==> config.mk <==
export PLATFORM = sky130hd
export DESIGN_NAME = bbe_knot_ram
export DESIGN_NICKNAME = d
export VERILOG_FILES = /design/src/bbe_pkg.sv /design/src/bbe_knot_ram.sv
export SDC_FILE = /design/constraint.sdc
export NUM_CORES = 2
export LEC_CHECK = 0
export BUFFER_PORTS_ARGS = -buffer_cell sky130_fd_sc_hd__buf_4
export CORE_UTILIZATION = 60
export CTS_CLUSTER_DIAMETER = 200
export DETAILED_ROUTE_END_ITERATION = 10
export PLACE_DENSITY_LB_ADDON = 0.3
export SYNTH_ARGS = -nofsm -noshare
export SYNTH_HDL_FRONTEND = slang
export SYNTH_SLANG_ARGS = --single-unit
==> constraint.sdc <==
create_clock -name clk_i -period 5.4 [get_ports clk_i]
set_clock_uncertainty 0.2 [all_clocks]
set_input_delay 1.08 -clock clk_i [delete_from_list [all_inputs] [get_ports clk_i]]
set_output_delay 1.08 -clock clk_i [all_outputs]
set_load 0.01 [all_outputs]
==> src/bbe_pkg.sv <==
// Shared types, widths and sequencer codes for the B-spline basis evaluator.
`timescale 1ns / 1ps
package bbe_pkg;

  localparam int KNOT_W  = 32;
  localparam int DEG_W   = 3;
  localparam int KCNT_W  = 7;
  localparam int PIDX_W  = 6;
  localparam int WGT_W   = 17;
  localparam int N_W     = 31;          // basis value, unsigned Q1.30, at most one
  localparam int DIFF_W  = 32;          // clamped knot distance
  localparam int PROD_W  = N_W + DIFF_W;
  localparam int DEN_W   = DIFF_W + 1;
  localparam int STEP_W  = 5;
  localparam logic [STEP_W-1:0] DIV_STEPS = 5'd31;
  localparam logic [N_W-1:0] ONE_Q30 = 31'h4000_0000;
  localparam logic [N_W-1:0] HALF_LSB = 31'h0000_2000;
  localparam logic [WGT_W-1:0] WGT_ONE = 17'h10000;

  localparam logic [1:0] CFG_DEGREE     = 2'd0;
  localparam logic [1:0] CFG_KNOT_COUNT = 2'd1;

  localparam logic FUNC_WRITE = 1'b0;
  localparam logic FUNC_EVAL  = 1'b1;

  localparam int ST_W = 4;
  localparam logic [ST_W-1:0] ST_IDLE = 4'd0;
  localparam logic [ST_W-1:0] ST_K0   = 4'd1;
  localparam logic [ST_W-1:0] ST_K1   = 4'd2;
  localparam logic [ST_W-1:0] ST_RDL  = 4'd3;
  localparam logic [ST_W-1:0] ST_RDR  = 4'd4;
  localparam logic [ST_W-1:0] ST_RDW  = 4'd5;
  localparam logic [ST_W-1:0] ST_MUL  = 4'd6;
  localparam logic [ST_W-1:0] ST_DIVS = 4'd7;
  localparam logic [ST_W-1:0] ST_DIVW = 4'd8;
  localparam logic [ST_W-1:0] ST_UPD  = 4'd9;
  localparam logic [ST_W-1:0] ST_OUT  = 4'd10;
  localparam logic [ST_W-1:0] ST_ERR  = 4'd11;

  typedef struct packed {
    logic           done;
    logic [N_W-1:0] quo;
    logic           rem_nz;
  } div_res_t;

endpackage

==> src/bbe_knot_ram.sv <==
// Knot table: single write port, one registered read port.
`timescale 1ns / 1ps
module bbe_knot_ram #(
  parameter int DEPTH = 64,
  parameter int AW    = 6
) (
  input  logic                      clk_i,
  input  logic                      we_i,
  input  logic [AW-1:0]             waddr_i,
  input  logic [bbe_pkg::KNOT_W-1:0] wdata_i,
  input  logic [AW-1:0]             raddr_i,
  output logic [bbe_pkg::KNOT_W-1:0] rdata_o
);
  import bbe_pkg::*;

  logic [KNOT_W-1:0] mem [DEPTH];
  logic [KNOT_W-1:0] rdata_q;

  always_ff @(posedge clk_i) begin
    if (we_i) begin
      mem[waddr_i] <= wdata_i;
    end
    rdata_q <= mem[raddr_i];
  end

  assign rdata_o = rdata_q;
endmodule

==> results summary <==
The core box area came out at 0.1296 sq mm. The min-delay analysis places its worst path in the category flop to flop. Summing all placed instances gives a cell area of 0.08213 sq mm.

Traced cell by cell, the critical path runs through buf_8 > buf_4 > mux4_2 > mux4_2 > o22ai_1 > nor2_1. The count of antenna-violating nets left after detailed routing came out at 0. The startpoint identified for the worst hold timing path is mem[28][17]. The startpoint identified for the worst register-to-register timing path is mem[63][5]. For this run, the leading register cell type out of synthesis is sky130_fd_sc_hd__edfxtp_1.

The post-synthesis share of cell area spent on and, or, nand and nor gates is 0.01265. In the post-synthesis netlist, the cell with the most instances is sky130_fd_sc_hd__edfxtp_1. The core utilization of the finished layout came out at 0.6816. The flop-to-flop setup slack is 2.59 ns. The classification of the worst setup path is input port to flop. The H-tree was split into 4 levels. The max-capacitance violation count is 0.

The detailed router finished its first iteration with 5,885 violations. The number of enable flip-flop cells after synthesis came out at 2,048. The HPWL after detailed placement is around 110,000 microns.

The area of the die is 0.1323 sq mm. Dividing the detail-routed wire length by the instance count gives roughly 37 microns. Counting flops and latches in the post-synthesis netlist gives 2,080.

The total nets after synthesis is 3,370. The post-CTS setup-driven buffer insertion count came out at 0. The number of cells on the worst hold path is 4. The net count of the finished layout is ~3,600.

The data arrival time of the critical path is 4.14 ns. STA classifies the critical path endpoint as a flop. The post-detailed-route via-to-cell ratio is 7.003. The number of gates resized after cts came out at 0. The row count is 132.

The clock net sink count is 2,080. The total number of yosys warnings is 0. The initial antenna violation count is 15. The number of hold-repair buffers added at the cts stage came out at 0. Of all cell types, the one taking the most synthesized area is sky130_fd_sc_hd__edfxtp_1. The number of fillers in the final layout came out at 7,600. The vertical die dimension is 363.7 microns.

The relative slew slack came out at 0.2332. Among all stages on the critical path, the largest delay is contributed by sky130_fd_sc_hd__buf_8. Sorting the synthesized cells by how often they occur yields 2,048 x sky130_fd_sc_hd__edfxtp_1, 544 x sky130_fd_sc_hd__mux4_2, 137 x sky130_fd_sc_hd__nor2_1. The ratio of final minimum period to clock period is 0.6780. The fraction of layout instances using a drive strength above 1 is 0.2953. IR analysis of the VDD net gives a maximum drop of 0.3361 mV. In the global route stage, overall resource usage came out at 0.3128. Entering global routing, the biggest net connects 82 pins.

The cell count after synthesis came out at 3,324. The share of synthesized area in the top cell type comes to 0.7833. During I/O placement, the number of pins put on the boundary was 78. The distinct cell type count of the synthesized netlist came out at 34. In this design, the stage delay of the slowest critical-path cell is 0.68 ns. The latest clock arrival within the worst-skew pair is approximately 0.85 ns. Final hold analysis gives a worst-case slack of 0.5349 ns.

Summed over all layers, the global routing overflow is 0. Setup repair after global routing left no endpoint under its margin. The proportion of register bits with asynchronous set or reset after synthesis came out at 0. The compound-gate portion of the synthesized area came out at 0.01673. The final-report setup violation count is 0. The cell that appears most often on the critical path is sky130_fd_sc_hd__mux4_2. The first detailed-routing pass ran for 5 iterations. The share of the Yosys chip area taken by registers is 0.7914. The flow ran to the end, and the final reports show no timing, DRC or antenna violations. Among cell families on the critical path, the largest total delay comes from buffers and inverters. The DRC violation count after routing is 0. The starting density of the core is 0.6056.

Counting both buffers and inverters, the worst setup path holds a total of 2. The power per cell area came out at between 300 and 400 mW/mm^2. The routability congestion estimate from global placement is 0.8284. The static leakage power is 27.55 nW. For hold timing, the worst endpoint is rdata_o[17]. The count of buffers from port buffering is 77. At the worst endpoint, the required time is 5.88 ns. The final hold violation count was 0.

The via count is 38,321. The adder and majority gate portion of the synthesized area is 0. By area, the combinational part of the netlist is dominated by multiplexers. The first-pass GRT wire length came out at 284,100 microns.

For the pin with the worst max-slew slack, the measured transition is roughly 1.2 ns. With fillers left out, the area of the finished cells amounts to 0.08837 sq mm. TritonCTS built the clock tree. The via count of the first global-routing pass is 38,863. The clock input transition at the sequential cells of the worst setup and hold paths came out at around 0.060 ns. In this run the clock root is driven by a sky130_fd_sc_hd__clkbuf_16.

The number of slew-limit violations in the final report is 0. The startpoint type of the worst setup path is an input port. The maximum achievable frequency came out at 273.2 MHz.

The multiplexer area fraction after synthesis is 0.1679. The largest fanout of any net on the critical path came out at 81. The worst path needs about 3.7 ns of the cycle, external delays included. The number of buffers created by CTS is between 150 and 200.

The final wirelength came out at 202,000 microns. The maximum clock insertion buffer count is 3. The mapped netlist covers 0.07852 sq mm. In the post-synthesis netlist, the biggest area contributors are sky130_fd_sc_hd__edfxtp_1 78%, sky130_fd_sc_hd__mux4_2 16%, sky130_fd_sc_hd__mux2i_1 1.2%.

The post-synthesis area per instance is 23.62 sq um. The final-layout setup total negative slack came out at 0 ns. The die is 363.7 microns wide. The capturing point of the worst reg2reg path is rdata_o[5]. Of the total synthesized cell area, the portion taken by XOR and XNOR cells is 0. The area growth from synthesis to layout came out at 12.55%. The cell count of the worst reg-to-reg path is 4.
## worst register-to-register path, delay by kind of cell (launching register included)
family,cells,cell delay (ns)
AOI/OAI and AO/OA,1,0.90
DFF,1,0.39
muxes,2,1.03
and+or+nand+nor,1,0.13
## metal layers
layer | GRT usage | up-vias | wire length, microns
met3 | 0.08168 | 486 | 26320
met5 | 0 | - | 193
met1 | 0.4313 | 20248 | 70940
li1 | - | 14747 | -
met4 | 0.1215 | 20 | 7891
met2 | 0.4865 | 2820 | 96650
## power breakdown
part	total, mW	switching, mW	internal (mW)	leakage (nW)
clock	13.4	5.86	7.55	3.03
sequential	18.0	0.103	17.9	18.7
combinational	1.66	1.04	0.621	5.83
total	33.1	7.01	26.0	27.5
## state kept, by name, indices dropped and copies added, names as in the netlist
| signal | flops |
|---|---|
| mem | 2048 |
| rdata_o | 32 |
## through the flow
| stage | cells | setup WS [ns] | power, mW |
|---|---|---|---|
| global route | 5467 | 1.663 | 33.79 |
| global placement | 5100 | 1.031 | 19.90 |
| detailed placement | 5100 | 0.9695 | 19.95 |
| finish | 5472 | 1.739 | 33.05 |
| CTS | 5467 | 1.799 | 33.12 |
| floorplan | 3324 | 0.9602 | 19.13 |
## layout make-up
class | instances | area (sq um) | share of cell area
timing repair buffer | 216 | 1844 | 0.02087
sequential | 2080 | 62140 | 0.7032
antenna | 5 | 12.51 | 0.0001416
clock inverter | 107 | 898.4 | 0.01017
tap | 1742 | 2180 | 0.02467
multi-input combinational | 1062 | 15970 | 0.1807
clock buffer | 260 | 5323 | 0.06023
## cell families after synthesis
family / count (synthesis)
compound gates: 202
flops: 2080
mux: 637
buf+inv: 182
simple gates: 223
## cell usage in the layout, fill, tap and decap left out, types with 5 or more instances in the layout
cell and instances:
sky130_fd_sc_hd__edfxtp_1 2048, sky130_fd_sc_hd__mux4_2 544, sky130_fd_sc_hd__clkbuf_16 202, sky130_fd_sc_hd__buf_4 197, sky130_fd_sc_hd__mux2i_1 93, sky130_fd_sc_hd__o22ai_1 84
sky130_fd_sc_hd__nor2_1 74, sky130_fd_sc_hd__a21oi_1 62, sky130_fd_sc_hd__nor2_4 62, sky130_fd_sc_hd__clkbuf_1 53, sky130_fd_sc_hd__clkinv_1 44, sky130_fd_sc_hd__clkinv_2 32
sky130_fd_sc_hd__dfxtp_1 32, sky130_fd_sc_hd__o221ai_1 27, sky130_fd_sc_hd__nand2_1 25, sky130_fd_sc_hd__buf_12 16, sky130_fd_sc_hd__nor2b_1 15, sky130_fd_sc_hd__bufinv_16 13
sky130_fd_sc_hd__a22oi_1 12, sky130_fd_sc_hd__nand2b_1 8, sky130_fd_sc_hd__a311oi_1 8, sky130_fd_sc_hd__clkinvlp_4 7, sky130_fd_sc_hd__diode_2 5, sky130_fd_sc_hd__nand3b_1 5
sky130_fd_sc_hd__nor3_1 5, sky130_fd_sc_hd__nand3_1 5, sky130_fd_sc_hd__inv_6 5, sky130_fd_sc_hd__clkbuf_8 5
## worst max-delay path by stage
stage,startpoint,end,slack [ns],depth (start not counted)
3_5_place_dp,raddr_i[1],rdata_o[11],0.97,6
3_3_place_gp,raddr_i[1],rdata_o[11],1.03,6
5_1_grt,raddr_i[1],rdata_o[11],1.66,6
4_1_cts,raddr_i[1],rdata_o[11],1.80,6
2_1_floorplan,waddr_i[3],mem[48][0],0.96,4
6_report,raddr_i[1],rdata_o[11],1.74,6
No activity file was read; power rests on OpenSTA's default activity.
