--- src/bbe_pkg.sv ---
// Shared types, widths and sequencer codes for the B-spline basis evaluator.
`timescale 1ns / 1ps
package bbe_pkg;

  localparam int KNOT_W  = 32;
  localparam int DEG_W   = 3;
  localparam int KCNT_W  = 7;
  localparam int PIDX_W  = 6;
  localparam int WGT_W   = 17;
  localparam int N_W     = 31;          // basis value, unsigned Q1.30, at most one
  localparam int DIFF_W  = 32;          // clamped knot distance
  localparam int PROD_W  = N_W + DIFF_W;
  localparam int DEN_W   = DIFF_W + 1;
  localparam int STEP_W  = 5;
  localparam logic [STEP_W-1:0] DIV_STEPS = 5'd31;
  localparam logic [N_W-1:0] ONE_Q30 = 31'h4000_0000;
  localparam logic [N_W-1:0] HALF_LSB = 31'h0000_2000;
  localparam logic [WGT_W-1:0] WGT_ONE = 17'h10000;

  localparam logic [1:0] CFG_DEGREE     = 2'd0;
  localparam logic [1:0] CFG_KNOT_COUNT = 2'd1;

  localparam logic FUNC_WRITE = 1'b0;
  localparam logic FUNC_EVAL  = 1'b1;

  localparam int ST_W = 4;
  localparam logic [ST_W-1:0] ST_IDLE = 4'd0;
  localparam logic [ST_W-1:0] ST_K0   = 4'd1;
  localparam logic [ST_W-1:0] ST_K1   = 4'd2;
  localparam logic [ST_W-1:0] ST_RDL  = 4'd3;
  localparam logic [ST_W-1:0] ST_RDR  = 4'd4;
  localparam logic [ST_W-1:0] ST_RDW  = 4'd5;
  localparam logic [ST_W-1:0] ST_MUL  = 4'd6;
  localparam logic [ST_W-1:0] ST_DIVS = 4'd7;
  localparam logic [ST_W-1:0] ST_DIVW = 4'd8;
  localparam logic [ST_W-1:0] ST_UPD  = 4'd9;
  localparam logic [ST_W-1:0] ST_OUT  = 4'd10;
  localparam logic [ST_W-1:0] ST_ERR  = 4'd11;

  typedef struct packed {
    logic           done;
    logic [N_W-1:0] quo;
    logic           rem_nz;
  } div_res_t;

endpackage

--- src/bbe_div.sv ---
// Restoring divider, one quotient bit a cycle; quotient known to fit N_W bits.
`timescale 1ns / 1ps
module bbe_div (
  input  logic                       clk_i,
  input  logic                       rst_ni,
  input  logic                       start_i,
  input  logic [bbe_pkg::PROD_W-1:0] num_i,
  input  logic [bbe_pkg::DEN_W-1:0]  den_i,
  output bbe_pkg::div_res_t          res_o
);
  import bbe_pkg::*;

  logic [DEN_W-1:0]  rem_q, rem_d;
  logic [N_W-1:0]    low_q;
  logic [DEN_W-1:0]  den_q;
  logic [STEP_W-1:0] cnt_q;
  logic              done_q;
  logic [DEN_W:0]    trial;
  logic              qbit;

  always_comb begin
    trial = {rem_q, low_q[N_W-1]};
    qbit  = (trial >= {1'b0, den_q});
    rem_d = qbit ? DEN_W'(trial - {1'b0, den_q}) : trial[DEN_W-1:0];
  end

  always_ff @(posedge clk_i or negedge rst_ni) begin
    if (!rst_ni) begin
      cnt_q  <= '0;
      done_q <= 1'b0;
    end else begin
      done_q <= 1'b0;
      if (start_i) begin
        cnt_q <= DIV_STEPS;
      end else if (cnt_q != '0) begin
        cnt_q <= cnt_q - 1'b1;
        if (cnt_q == STEP_W'(1)) begin
          done_q <= 1'b1;
        end
      end
    end
  end

  always_ff @(posedge clk_i) begin
    if (start_i) begin
      rem_q <= {1'b0, num_i[PROD_W-1:N_W]};
      low_q <= num_i[N_W-1:0];
      den_q <= den_i;
    end else if (cnt_q != '0) begin
      rem_q <= rem_d;
      low_q <= {low_q[N_W-2:0], qbit};
    end
  end

  assign res_o.done   = done_q;
  assign res_o.quo    = low_q;
  assign res_o.rem_nz = (rem_q != '0);
endmodule
--- config.mk ---
export PLATFORM = sky130hd
export DESIGN_NAME = bbe_div
export DESIGN_NICKNAME = d
export VERILOG_FILES = /design/src/bbe_pkg.sv /design/src/bbe_div.sv
export SDC_FILE = /design/constraint.sdc
export NUM_CORES = 1
export LEC_CHECK = 0
export BUFFER_PORTS_ARGS = -buffer_cell sky130_fd_sc_hd__buf_2
export CORE_MARGIN = 2
export CORE_UTILIZATION = 30
export CTS_BUF_LIST = sky130_fd_sc_hd__clkbuf_16
export CTS_CLUSTER_SIZE = 20
export DETAILED_ROUTE_END_ITERATION = 10
export PLACE_DENSITY = 0.59
export SYNTH_ARGS = -nofsm -noshare
export SYNTH_HDL_FRONTEND = slang
export SYNTH_SLANG_ARGS = --single-unit
--- constraint.sdc ---
create_clock -name clk_i -period 6.9 [get_ports clk_i]
set_input_delay 0.345 -clock clk_i [delete_from_list [all_inputs] [get_ports clk_i]]
set_output_delay 0.345 -clock clk_i [all_outputs]
set_load 0.05 [all_outputs]
==> flow_metrics.py <==
metrics = {
    "yosys": {
        "async_reset_ff_share_pct": 5.83,
        "synth_top_cell_area_share_pct": 45.3,
        "synthesis.area_um2": 6360,
        "synth_area_leaders": "edfxtp_1 (45%), ha_1 (7.1%), mux2_2 (5.7%)",
        "synth.distinct_cells": 71,
        "ys_seq_elements": 103,
        "synth_edf_count": 96,
        "syn_avg_cell_area_um2": 11.0,
        "syn_nets": 717,
        "synth_warnings": 0,
        "yosysTopAreaCell": "edfxtp_1",
        "synth_seq_area_share_pct": 48.0,
        "syn_inst": 581,
        "synthFlopType": "edfxtp_1",
    },
    "cts": {
        "clk_pin_slew_ns": 0.08,
        "insertion_delay_ns": 0.36,
        "cts_buffers": 9,
        "clockRootBuffer": "clkbuf_16",
        "cts_tree": "done",
        "holdBufCountCts": 1,
        "post_cts_buffers": 0,
        "clk_path_buf_depth": 2,
        "clkSinkCount": 103,
        "cts_resized": 0,
        "htreeDepth": 3,
    },
    "final_layout": {
        "drive_gt1_share_pct": 30.1,
        "nFillCells": 2125,
        "area_growth_pct": 18.1,
        "final_nets": 838,
    },
    "pwr": {
        "p_sw_share_pct": 42.5,
        "powerDensity_nw_per_um2": 395,
        "seqPwrFrac_pct": 33.2,
        "irDropWorstVdd_mv": 0.163,
        "p_switching_mw": 1.26,
        "p_clk_share_pct": 17.0,
        "leakagePower_nw": 3.12,
        "p_int_mw": 1.71,
        "combPwrFrac_pct": 49.8,
    },
    "sta": {
        "maxSlewHeadroom_pct": 29.5,
        "rsz0062_at_grt": "false",
        "timing.fmax_mhz": 294,
        "finalHoldViolCount": 0,
        "setup_ws_ns": 3.49,
        "finalSetupTns_ns": 0,
        "clock-skew-final_ns": 0.0163,
        "post-route-period-util_pct": 49.3,
        "final-setup-viol-count": 0,
        "drv_slew": 0,
        "layout_min_cycle_time_ns": 3.41,
        "tightest_slew_ns": 1.06,
    },
    "critical_path": {
        "critPathKind": "flip-flop to flip-flop",
        "r2r_cells": 13,
        "critical_path_required_ns": 7.00,
        "cp_max_fo": 29,
        "startpoint_type": "flip-flop",
        "cpMostUsedCell": "inv_1",
        "r2r_end": "rem_q[28]",
        "critPathSlowestCell": "and2_4",
        "r2r_slack_ns": 3.49,
        "arrival_ns": 3.51,
        "end_kind": "flip-flop",
        "r2r_start": "low_q[30]",
        "slowest_delay_ns": 0.45,
        "crit_chain": "inv_1 -> ha_1 -> inv_1 -> fa_1 -> a21o_1 -> a21oi_2 -> o31ai_2 -> o2bb2ai_2 -> nand4_1 -> a21o_2 -> and2_4 -> nor2_1 -> a221o_1",
    },
    "floorplanning": {
        "die_x_um": 150,
        "design.core.area_um2": 20900,
        "rows": 53,
        "die_h_um": 150,
        "dieArea_um2": 22400,
        "ios": 132,
        "start_util_pct": 30.5,
    },
    "placement": {
        "pre_cts_ws_ns": 3.50,
        "io_buffers": 131,
        "dp_hpwl_um": 11600,
        "gp_congestion": 0.841,
    },
    "grt": {
        "grt_first_pass_wirelength_um": 25900,
        "grt_pass1_vias": 5081,
        "grt_overflow": 0,
        "grt_max_degree": 87,
        "antenna_found_initial": 2,
        "grt_usage_pct": 14.6,
    },
    "detailed_routing": {
        "wl_per_cell_um": 16.3,
        "routed_wl_um": 16000,
        "drt_first_pass_iters": 5,
        "drt-initial-drc-count": 389,
        "vias": 4843,
        "drcViolationCount": 0,
        "viasPerCell": 4.93,
        "ant_nets": 0,
    },
    "job": {
        "cap_violations": 0,
    },
    "min_path": {
        "worstHoldPathType": "input pin to flip-flop",
        "whs_path_depth": 1,
        "min_to": "den_q[30]",
        "holdCritStartpoint": "den_i[30]",
    },
    "run_status": {
        "status": "completed",
    },
}
## power by group through the flow
stage               registers (mW)  clock network [mW]  logic, mW
CTS                          0.987               0.521       1.48
floorplan                     1.04                   0       1.15
detailed placement           0.997                   0       1.47
global route                  1.00               0.540       1.66
global placement             0.996                   0       1.47
finish                       0.985               0.506       1.48
## cell usage in the layout, fill, tap and decap left out, types with 5 or more instances in the layout
master,netlist,layout
a21oi_1,64,64
xnor2_1,19,19
inv_1,44,44
nor3_1,7,7
a31oi_1,7,7
edfxtp_1,96,96
nor2b_1,26,26
a21o_1,11,11
dfrtp_1,6,6
ha_1,36,36
xor2_1,9,9
nor2_1,11,11
a211oi_1,6,6
nand4_1,8,8
o21ai_1,5,5
o21bai_1,6,6
buf_2,4,130
nand2b_1,5,5
a21oi_2,18,18
nor4_1,11,11
o21ai_0,12,12
clkbuf_16,0,9
nand2_1,49,49
mux2_2,32,32
## Yosys cell counts, types with 2 or more instances
library cell   n
edfxtp_1      96
a21oi_1       64
nand2_1       49
inv_1         44
ha_1          36
mux2_2        32
nor2b_1       26
xnor2_1       19
a21oi_2       18
o21ai_0       12
a21o_1        11
clkbuf_1      11
nor2_1        11
nor4_1        11
xor2_1         9
nand4_1        8
a31oi_1        7
nor3_1         7
a211oi_1       6
dfrtp_1        6
o21bai_1       6
nand2b_1       5
o21ai_1        5
a221o_1        4
and2_1         4
buf_2          4
buf_4          4
nand3_1        4
nor3b_1        4
a211o_1        3
and3_1         3
o21a_1         3
o31ai_1        3
or2_2          3
a221oi_2       2
and4_1         2
and4b_1        2
buf_6          2
nand3b_1       2
or3_1          2
## worst max-delay path, delay by kind of cell (launching register included)
family / cells / cell delay (ns)
AO/OA/AOI/OAI: 6 / 1.28
AND/OR/NAND/NOR: 3 / 0.77
adder cells (fa/ha/maj): 2 / 0.56
flip-flops: 1 / 0.42
buffers and inverters: 2 / 0.13
## cell type report
cell class                      instances  area, µm²  area share [%]
Antenna cell                            1       2.50          0.0333
Clock buffer                            9        225            3.00
Clock inverter                          7       53.8           0.716
Inverter                               44        165            2.20
Multi-Input combinational cell        410       2990            39.8
Sequential cell                       103       3050            40.6
Tap cell                              275        344            4.58
Timing Repair Buffer                  134        683            9.09
## cells by family (layout without fill, tap and decap cells)
logic type	count (synthesis)	in the layout	share of synthesized area [%]
other	0	1	0
xor gates and xnor gates	28	28	3.85
AOI/OAI and AO/OA	163	163	17.3
DFF	103	103	48.0
muxes	33	33	5.82
and+or+nand+nor	149	149	12.6
adders and majority gates	37	37	7.39
buffers and inverters	68	194	5.01
## sequential cells by signal, indices dropped and copies added (netlist names)
signal	cells
rem_q	33
cnt_q	5
low_q	31
done_q	1
den_q	33
## per-layer routing
metal | vias up | routed length [µm] | part of all wire (%) | GRT usage [%]
li1 | 2398 | - | - | -
met1 | 2281 | 7370 | 46 | 19.6
met2 | 150 | 7160 | 45 | 22.9
met3 | 12 | 1270 | 7.9 | 4.97
met4 | 2 | 167 | 1.0 | 3.10
met5 | - | 11 | 0.069 | 0
## how the worst max path moves through the flow
stage          startpoint   endpoint  cells after the start  slack (ns)
5_1_grt         low_q[30]  rem_q[28]                     13        3.25
2_1_floorplan   low_q[30]  rem_q[17]                     15        3.80
4_1_cts         low_q[30]  rem_q[28]                     13        3.49
3_3_place_gp    low_q[30]  rem_q[28]                     13        3.60
3_5_place_dp    low_q[30]  rem_q[28]                     13        3.50
6_report        low_q[30]  rem_q[28]                     13        3.49
## metrics by stage
step	utilization, %	hold WS, ns	instances	total power, mW	instance area (µm²)
after floorplan	-	0.0494	581	2.18	6360
after global placement	34.6	0.181	965	2.47	7230
after detailed placement	34.6	0.182	965	2.47	7230
after CTS	36.0	0.141	982	2.99	7520
after global routing	36.0	0.138	982	3.21	7520
final	36.0	0.154	983	2.97	7520
No activity file was read; power rests on OpenSTA's default activity.
